--- src/hw/rtl/crc16p_pkg.sv ---
package crc16p_pkg;

  // CRC width and generator polynomial (x^16 + x^15 + x^2 + 1)
  localparam int unsigned CRC_W = 16;
  localparam logic [CRC_W-1:0] CRC_POLY = 16'h8005;

  typedef logic [CRC_W-1:0] crc_t;

  // One serial LFSR step: shift in a single data bit, MSB first
  function automatic crc_t crc_step(crc_t c, logic b);
    logic fb;
    fb = c[CRC_W-1] ^ b;
    return {c[CRC_W-2:0], 1'b0} ^ (fb ? CRC_POLY : '0);
  endfunction

endpackage

--- src/hw/rtl/crc16p_fold.sv ---
module crc16p_fold import crc16p_pkg::*; #(
  parameter int unsigned DATA_WIDTH = 64
) (
  input  crc_t                  crc_i,
  input  logic [DATA_WIDTH-1:0] data_i,
  output crc_t                  crc_o
);

  // Contribution of one start CRC value and one data bit position after a full word
  function automatic crc_t fold_unit(crc_t c, int dbit);
    crc_t r;
    r = c;
    for (int j = DATA_WIDTH - 1; j >= 0; j--) begin
      r = crc_step(r, (j == dbit));
    end
    return r;
  endfunction

  // Column of the XOR matrix for every data bit
  function automatic logic [DATA_WIDTH-1:0][CRC_W-1:0] build_data_mat();
    logic [DATA_WIDTH-1:0][CRC_W-1:0] m;
    for (int i = 0; i < DATA_WIDTH; i++) begin
      m[i] = fold_unit('0, i);
    end
    return m;
  endfunction

  // Column of the XOR matrix for every bit of the old CRC
  function automatic logic [CRC_W-1:0][CRC_W-1:0] build_crc_mat();
    logic [CRC_W-1:0][CRC_W-1:0] m;
    for (int k = 0; k < CRC_W; k++) begin
      m[k] = fold_unit(crc_t'(1) << k, -1);
    end
    return m;
  endfunction

  localparam logic [DATA_WIDTH-1:0][CRC_W-1:0] DATA_MAT = build_data_mat();
  localparam logic [CRC_W-1:0][CRC_W-1:0]      CRC_MAT  = build_crc_mat();

  // XOR together the columns selected by set bits
  always_comb begin
    crc_o = '0;
    for (int i = 0; i < DATA_WIDTH; i++) begin
      if (data_i[i]) crc_o = crc_o ^ DATA_MAT[i];
    end
    for (int k = 0; k < CRC_W; k++) begin
      if (crc_i[k]) crc_o = crc_o ^ CRC_MAT[k];
    end
  end

endmodule

--- src/hw/rtl/crc16_parallel_64bit.sv ---
// Channel     Dir  Payload                                   Transfer
// s_axis      in   tdata: data_word[63:0], tuser: block_start  tvalid & tready
// m_axis      out  tdata: crc_out[15:0]                      tvalid & tready
// cfg         in   cfg_wdata_i: crc_seed[15:0]              cfg_we_i
//
// One word per clock sustained while the output is not stalled; the result is registered.
// The word sits in an input register, the XOR matrix folds it into the running CRC,
// and the result register holds the updated CRC until the output transfer.
// Reset clears the running CRC, the seed and both valid flags.
// A stalled output holds the result; the input stage takes a word whenever it is
// empty or its word moves on in the same cycle.
module crc16_parallel_64bit import crc16p_pkg::*; #(
  parameter int unsigned DATA_WIDTH = 64
) (
  input  logic        clk_i,
  input  logic        rst_ni,
  // configuration
  input  logic        cfg_we_i,
  input  logic [15:0] cfg_wdata_i,     // crc_seed
  // input stream
  input  logic        s_axis_tvalid,
  output logic        s_axis_tready,
  input  logic [63:0] s_axis_tdata,    // [63:0] data_word
  input  logic        s_axis_tuser,    // [0] block_start
  // result stream
  output logic        m_axis_tvalid,
  input  logic        m_axis_tready,
  output logic [15:0] m_axis_tdata     // [15:0] crc_out
);

  crc_t                  seed_q;
  crc_t                  crc_q, crc_d;
  logic                  in_valid_q;
  logic [DATA_WIDTH-1:0] in_data_q;
  logic                  in_start_q;
  logic                  out_valid_q;
  crc_t                  out_crc_q;
  logic                  out_load;
  logic                  in_load;

  // Hold the seed register
  always_ff @(posedge clk_i or negedge rst_ni) begin
    if (!rst_ni) begin
      seed_q <= '0;
    end else if (cfg_we_i) begin
      seed_q <= cfg_wdata_i;
    end
  end

  // Advance the two stages
  assign out_load      = in_valid_q && (!out_valid_q || m_axis_tready);
  assign s_axis_tready = !in_valid_q || out_load;
  assign in_load       = s_axis_tvalid && s_axis_tready;

  // Capture the input transfer
  always_ff @(posedge clk_i or negedge rst_ni) begin
    if (!rst_ni) begin
      in_valid_q <= 1'b0;
    end else if (s_axis_tready) begin
      in_valid_q <= s_axis_tvalid;
    end
  end

  always_ff @(posedge clk_i) begin
    if (in_load) begin
      in_data_q  <= s_axis_tdata[DATA_WIDTH-1:0];
      in_start_q <= s_axis_tuser;
    end
  end

  // Fold the word into the running CRC, or into the seed at block start
  crc16p_fold #(
    .DATA_WIDTH(DATA_WIDTH)
  ) u_fold (
    .crc_i  (in_start_q ? seed_q : crc_q),
    .data_i (in_data_q),
    .crc_o  (crc_d)
  );

  always_ff @(posedge clk_i or negedge rst_ni) begin
    if (!rst_ni) begin
      crc_q       <= '0;
      out_valid_q <= 1'b0;
    end else begin
      if (out_load) begin
        crc_q       <= crc_d;
        out_valid_q <= 1'b1;
      end else if (m_axis_tready) begin
        out_valid_q <= 1'b0;
      end
    end
  end

  always_ff @(posedge clk_i) begin
    if (out_load) out_crc_q <= crc_d;
  end

  assign m_axis_tvalid = out_valid_q;
  assign m_axis_tdata  = out_crc_q;

  // The shown result is always the running CRC
  a_out_matches_state: assert property (@(posedge clk_i) disable iff (!rst_ni)
    out_valid_q |-> (out_crc_q == crc_q))
    else $error("result register differs from running CRC");

  // Input stage refuses only while it holds a word
  a_ready_when_empty: assert property (@(posedge clk_i) disable iff (!rst_ni)
    !s_axis_tready |-> in_valid_q)
    else $error("input stage stalled while empty");

  // A result leaves only through an output transfer
  a_result_not_dropped: assert property (@(posedge clk_i) disable iff (!rst_ni)
    $fell(out_valid_q) |-> $past(m_axis_tready))
    else $error("result dropped without transfer");

endmodule

--- config.mk ---
export PLATFORM = sky130hd
export DESIGN_NAME = crc16_parallel_64bit
export DESIGN_NICKNAME = d
export VERILOG_FILES = /design/src/hw/rtl/crc16p_pkg.sv /design/src/hw/rtl/crc16p_fold.sv /design/src/hw/rtl/crc16_parallel_64bit.sv
export SDC_FILE = /design/constraint.sdc
export NUM_CORES = 1
export LEC_CHECK = 0
export ABC_AREA = 0
export BUFFER_PORTS_ARGS = -buffer_cell sky130_fd_sc_hd__clkbuf_2
export CELL_PAD_IN_SITES_DETAIL_PLACEMENT = 2
export CELL_PAD_IN_SITES_GLOBAL_PLACEMENT = 2
export CORE_MARGIN = 2
export CORE_UTILIZATION = 41
export CTS_BUF_LIST = sky130_fd_sc_hd__clkbuf_4
export CTS_CLUSTER_DIAMETER = 60
export CTS_CLUSTER_SIZE = 28
export DETAILED_ROUTE_END_ITERATION = 8
export GPL_TIMING_DRIVEN = 0
export PLACE_DENSITY_LB_ADDON = 0.25
export SLEW_MARGIN = 20
export SYNTH_ARGS = -nofsm -noshare
export SYNTH_HDL_FRONTEND = slang
export SYNTH_HIERARCHICAL = 1
export SYNTH_SLANG_ARGS = --single-unit
--- constraint.sdc ---
create_clock -name clk_i -period 4.33 [get_ports clk_i]
set_input_delay 0.2165 -clock clk_i [delete_from_list [all_inputs] [get_ports clk_i]]
set_output_delay 0.2165 -clock clk_i [all_outputs]
set_load 0.01 [all_outputs]
==> Word level (Yosys, flattened, before mapping) <==
Cells that the tools add are included.
{ "word_totals": {"inputBits": 86, "out_inout_bits": 18, "reg_bits": 115, "wordCells": 176} }
{ "op_classes": {"n_bitwise": 79, "muxes": 83, "reduce_logical": 7} }
{ "op_table": {"columns": ["cell", "count"], "rows": [
  ["two-way mux 16 bit", 68],
  ["inverter 5 bit", 44],
  ["inverter 7 bit", 16],
  ["two-way mux 15 bit", 6],
  ["inverter 3 bit", 19],
  ["two-way mux 14 bit", 3],
  ["two-way mux 13 bit", 2],
  ["two-way mux 12 bit", 2],
  ["logical AND 1 bit", 2],
  ["zero test 1 bit", 2],
  ["logical OR 1 bit", 2],
  ["two-way mux 1 bit", 2],
  ["nonzero test 2 bit", 1]
]} }

==> Longest topological paths before layout <==
{ "depth": {"word_depth": 159, "ltp_mapped": 10, "ltp_nobuf": 8} }

==> Modules after synthesis <==
Netlist, hierarchy kept.
{ "modules_own_cells": {"columns": ["mod", "area_each_um2", "instances", "seq_area_each_um2", "cells_per_inst"], "rows": [
  ["crc16_parallel_64bit", 3958.8, 1, 3283.1, 175],
  ["crc16p_fold", 1619.1, 1, 0.0, 157]
]} }

==> Worst setup path after synthesis <==
OpenSTA, ideal clock, no wires.
{ "synth_timing": {"path_kind": "reg-to-reg", "from": "register in_start_q", "to": "register crc_q[0]", "path_stages_with_launch": 11, "setup_slack_ps": 1225, "n_path_buf": 2, "synth_period_minus_slack_ps": 3105, "t_arrival_ps": 2981, "t_required_ps": 4205, "setup_time_ps": 125, "cell_sequence": "edfxtp_1 > buf_2 > buf_4 > mux2_2 > xnor3_1 > xor2_1 > xnor3_1 > xnor3_1 > xnor2_2 > xor2_1 > mux2_2"} }
{ "synth_via": {"elab_chain_len": 28} }
{ "synth_rtl": {"columns": ["item", "line_no", "rtl"], "rows": [
  ["start, declared", "crc16_parallel_64bit.sv:35", "logic in_start_q;"],
  ["start signal, assigned", "crc16_parallel_64bit.sv:67", "in_start_q <= s_axis_tuser;"],
  ["two-way mux 16 bit *", "crc16_parallel_64bit.sv:75", ".crc_i (in_start_q ? seed_q : crc_q),"],
  ["two-way mux 16 bit", "crc16p_fold.sv:47", "if (crc_i[k]) crc_o = crc_o ^ CRC_MAT[k];"],
  ["inverter 5 bit (no source line)", null, null],
  ["two-way mux 16 bit", "crc16p_fold.sv:47", null],
  ["inverter 5 bit (no source line)", null, null],
  ["two-way mux 16 bit", "crc16p_fold.sv:47", null],
  ["inverter 5 bit (no source line)", null, null],
  ["two-way mux 16 bit", "crc16p_fold.sv:47", null],
  ["[13 not listed]", null, null],
  ["two-way mux 16 bit", "crc16p_fold.sv:47", null],
  ["inverter 7 bit (no source line)", null, null],
  ["two-way mux 16 bit", "crc16p_fold.sv:47", null],
  ["inverter 7 bit (no source line)", null, null],
  ["two-way mux 16 bit", "crc16p_fold.sv:47", null],
  ["inverter 7 bit (no source line)", null, null],
  ["two-way mux 16 bit *", "crc16p_fold.sv:47", null],
  ["via crc_d[0]", "crc16_parallel_64bit.sv:32", "crc_t crc_q, crc_d;"],
  ["end signal, assigned", "crc16_parallel_64bit.sv:86", "crc_q <= crc_d;"],
  ["end, declared", "crc16_parallel_64bit.sv:32", null]
]} }
Mark *: on every way through the listed nets, which the timed path passes. The rest lies on a longest branch.
A chain may end at the register's enable or synchronous reset.

==> Final worst setup path <==
{ "layout_timing": {"from": "register in_start_q", "to": "register crc_q[15]"} }
{ "layout_via": {"elab_chain_len": 24} }
{ "layout_rtl": {"columns": ["item", "line_no"], "rows": [
  ["two-way mux 16 bit *", "crc16_parallel_64bit.sv:75"],
  ["two-way mux 16 bit", "crc16p_fold.sv:47"],
  ["inverter 5 bit (no source line)", null],
  ["two-way mux 16 bit", "crc16p_fold.sv:47"],
  ["inverter 5 bit (no source line)", null],
  ["two-way mux 16 bit", "crc16p_fold.sv:47"],
  ["inverter 5 bit (no source line)", null],
  ["two-way mux 16 bit", "crc16p_fold.sv:47"],
  ["[9 not listed]", null],
  ["two-way mux 16 bit", "crc16p_fold.sv:47"],
  ["inverter 7 bit (no source line)", null],
  ["two-way mux 16 bit", "crc16p_fold.sv:47"],
  ["inverter 7 bit (no source line)", null],
  ["two-way mux 16 bit", "crc16p_fold.sv:47"],
  ["inverter 7 bit (no source line)", null],
  ["two-way mux 16 bit *", "crc16p_fold.sv:47"],
  ["via crc_d[15]", "crc16_parallel_64bit.sv:32"]
]} }
Marks and branches as above.

==> run summary <==
Crit path largest cell delay: 0.58 ns
Relative slew slack: 41.4%
I/O Pins: 104
Initial Util: 42.1%
Fin nets: 624
FF+latch count, synth: 115
TNS Setup: 0 ns
CP max stage cell: xnor2_1
Min Tclk post-route: 3.74 ns
Htree depth: 4
Worst hold stages: 2
Class of the most critical setup path: reg2reg
Most common cell after layout, fill and taps aside: xnor2_1
GRT Util Overall: 22.8%
Largest net degree at the start of global routing: 42
Final period util: 86.5%
Post-Route Utilization: 56.3%
Area contributors post-synth: edfxtp_1 (44%), xnor2_1 (17%), dfrtp_1 (15%)
Final hold violations: 0
Root Buffer: clkbuf_4
Wire per inst: 21.0 um
Slew @ Worst Pin: 0.879 ns
Die area: 14600 um^2
Pleak: 3.03 nW
Vias: 3348
Core box area: 13200 um^2
Row cnt: 42
Mean Syn Cell Area: 16.8 um^2
CTS max path bufs: 2
CP Launch Type: flop
DP HPWL: 9.84 mm
Synth area leader: edfxtp_1
Mapped Nets: 418
Critical path required time: 4.77 ns
Post-cts gate resize count: 0
Max Cap Violations: 0
Share of post-route cells with drive strength above 1: 34.7%
ANT nets after route: 0
Final setup viols: 0
Syn-to-layout area delta: 33.8%
Worst-skew pair later-pin latency: 0.55 ns
Number of global-route vias before repair: 4013
Die height: 121 um
CTS tree: built
Number of diodes: 0
DRT Wirelength: 15.2 mm
Clk pin slew, worst setup/hold paths: 0.11 ns
Status: complete, no violations
Post-synth top area share: 43.6%
Worst-path cell chain: buf_2 > buf_4 > mux2_2 > xnor2_1 > xnor3_1 > xnor3_1 > xnor3_1 > xor3_1 > mux2_2
RSZ-0062 raised after global routing: false
Count of input and output buffers: 102
Max Clk Rate: 267 MHz
Worst vdd ir: 0.268 mV
Post-CTS setup buffer count: 0
Drt first pass iters: 4
Initial antenna violation count: 0
Hold Path Class: in2reg
Die X: 121 um
First-pass GRT wire length: 23.5 mm
CP arrival: 4.19 ns
Yosys cell types: 20
Final GP Congestion: 0.764
Mapped Area: 5580 um^2
Overflow after GRT: 0
Register area share after synthesis: 58.9%
TritonCTS Buffers: 17
Worst reg-to-reg path cell count: 9
Remaining routing DRC violations: 0
Post-Place Worst Slack: 0.645 ns
Commonest non-fill, non-tap cells in the layout: xnor2_1 (109), clkbuf_2 (102), dlygate4sd3_1 (84)
Vias per cell: 4.61
Worst setup EP type: flop
Gate Count Post-Synth: 332
Max-slew violation count: 0
Worst-path maximum fanout: 10
Yosys Warn Count: 6
Min Hold Slack: 0.0566 ns
CP most frequent cell: xnor3_1
Fillers: 1220
Cell area power density: 672 nW/um^2
Setup ws final: 0.586 ns
DRT iter0 DRCs: 179
Final Skew: 0.0162 ns
Clk sinks: 115
==> layer usage <==
layer | up-vias | GRT usage, % | wire, um
li1 | 1569 | - | -
met1 | 1678 | 26.4 | 6320
met4 | 0 | 5.89 | 124
met3 | 8 | 5.94 | 532
met2 | 93 | 41.7 | 8270
met5 | - | 0 | 0
==> sequential cells by signal, indices dropped and copies added, names as in the netlist <==
register	cells
seed_q	16
in_data_q	64
m_axis_tvalid	1
crc_q	16
in_start_q	1
m_axis_tdata	16
in_valid_q	1
==> power breakdown <==
part	switching (mW)	internal [mW]	leakage, nW	total (mW)
registers	0.123	1.56	1.17	1.68
clock network	0.414	0.411	0.163	0.825
logic	1.18	1.33	1.70	2.51
==> cells by family (layout without fill, tap and decap cells) <==
group	after synthesis	after routing	synth area share [%]
xor+xnor	157	157	29.0
simple gates	6	6	0.942
buf+inv	6	225	0.875
mux	48	48	10.3
flops	115	115	58.9
==> layout make-up <==
class                           instances  area [um^2]  share of cell area [%]
Timing Repair Buffer                  187         1370                    18.4
Sequential cell                       115         3280                    44.0
Clock inverter                         12          139                    1.86
Inverter                                1         3.75                  0.0503
Tap cell                              176          220                    2.95
Multi-Input combinational cell        211         2250                    30.1
Clock buffer                           20          150                    2.01
Buffer                                  5         45.0                   0.604
==> cells in the mapped netlist, drive strengths merged <==
library cell and n:
edfxtp 81, xor2 30, and2 1, xnor2 111, xor3 1, dfrtp 34
mux2 48, buf 5, nand2 1, or2b 1, inv 1, nand3b 1
xnor3 15, nand2b 2
==> timing repair <==
item                                    CTS  global route
hold endpoints to repair                116             0
endpoints found under the setup margin    0             0
hold buffers                             84             0
==> worst paths after layout <==
path	slack (ns)	from	to
max in group asynchronous	3.46	rst_ni	crc_q[11]
max reg2reg	0.59	in_start_q	crc_q[15]
min in group asynchronous	0.31	rst_ni	seed_q[3]
min	0.06	cfg_we_i	seed_q[11]
max	0.59	in_start_q	crc_q[15]
min reg2reg	0.52	seed_q[4]	seed_q[4]
==> stage by stage <==
step	power (mW)	area, um^2	cells
floorplan	3.49	5580	332
global placement	4.01	6310	610
detailed placement	4.10	6330	611
CTS	5.01	7460	727
global route	5.28	7460	727
finish	5.01	7460	727
==> worst max-delay path: cells and delay by family (launching register included) <==
family / cells / cell delay [ns]
mux: 2 / 0.65
xor+xnor: 5 / 2.19
buf+inv: 2 / 0.45
flops: 1 / 0.33
Power figures use the tool's default switching activity.
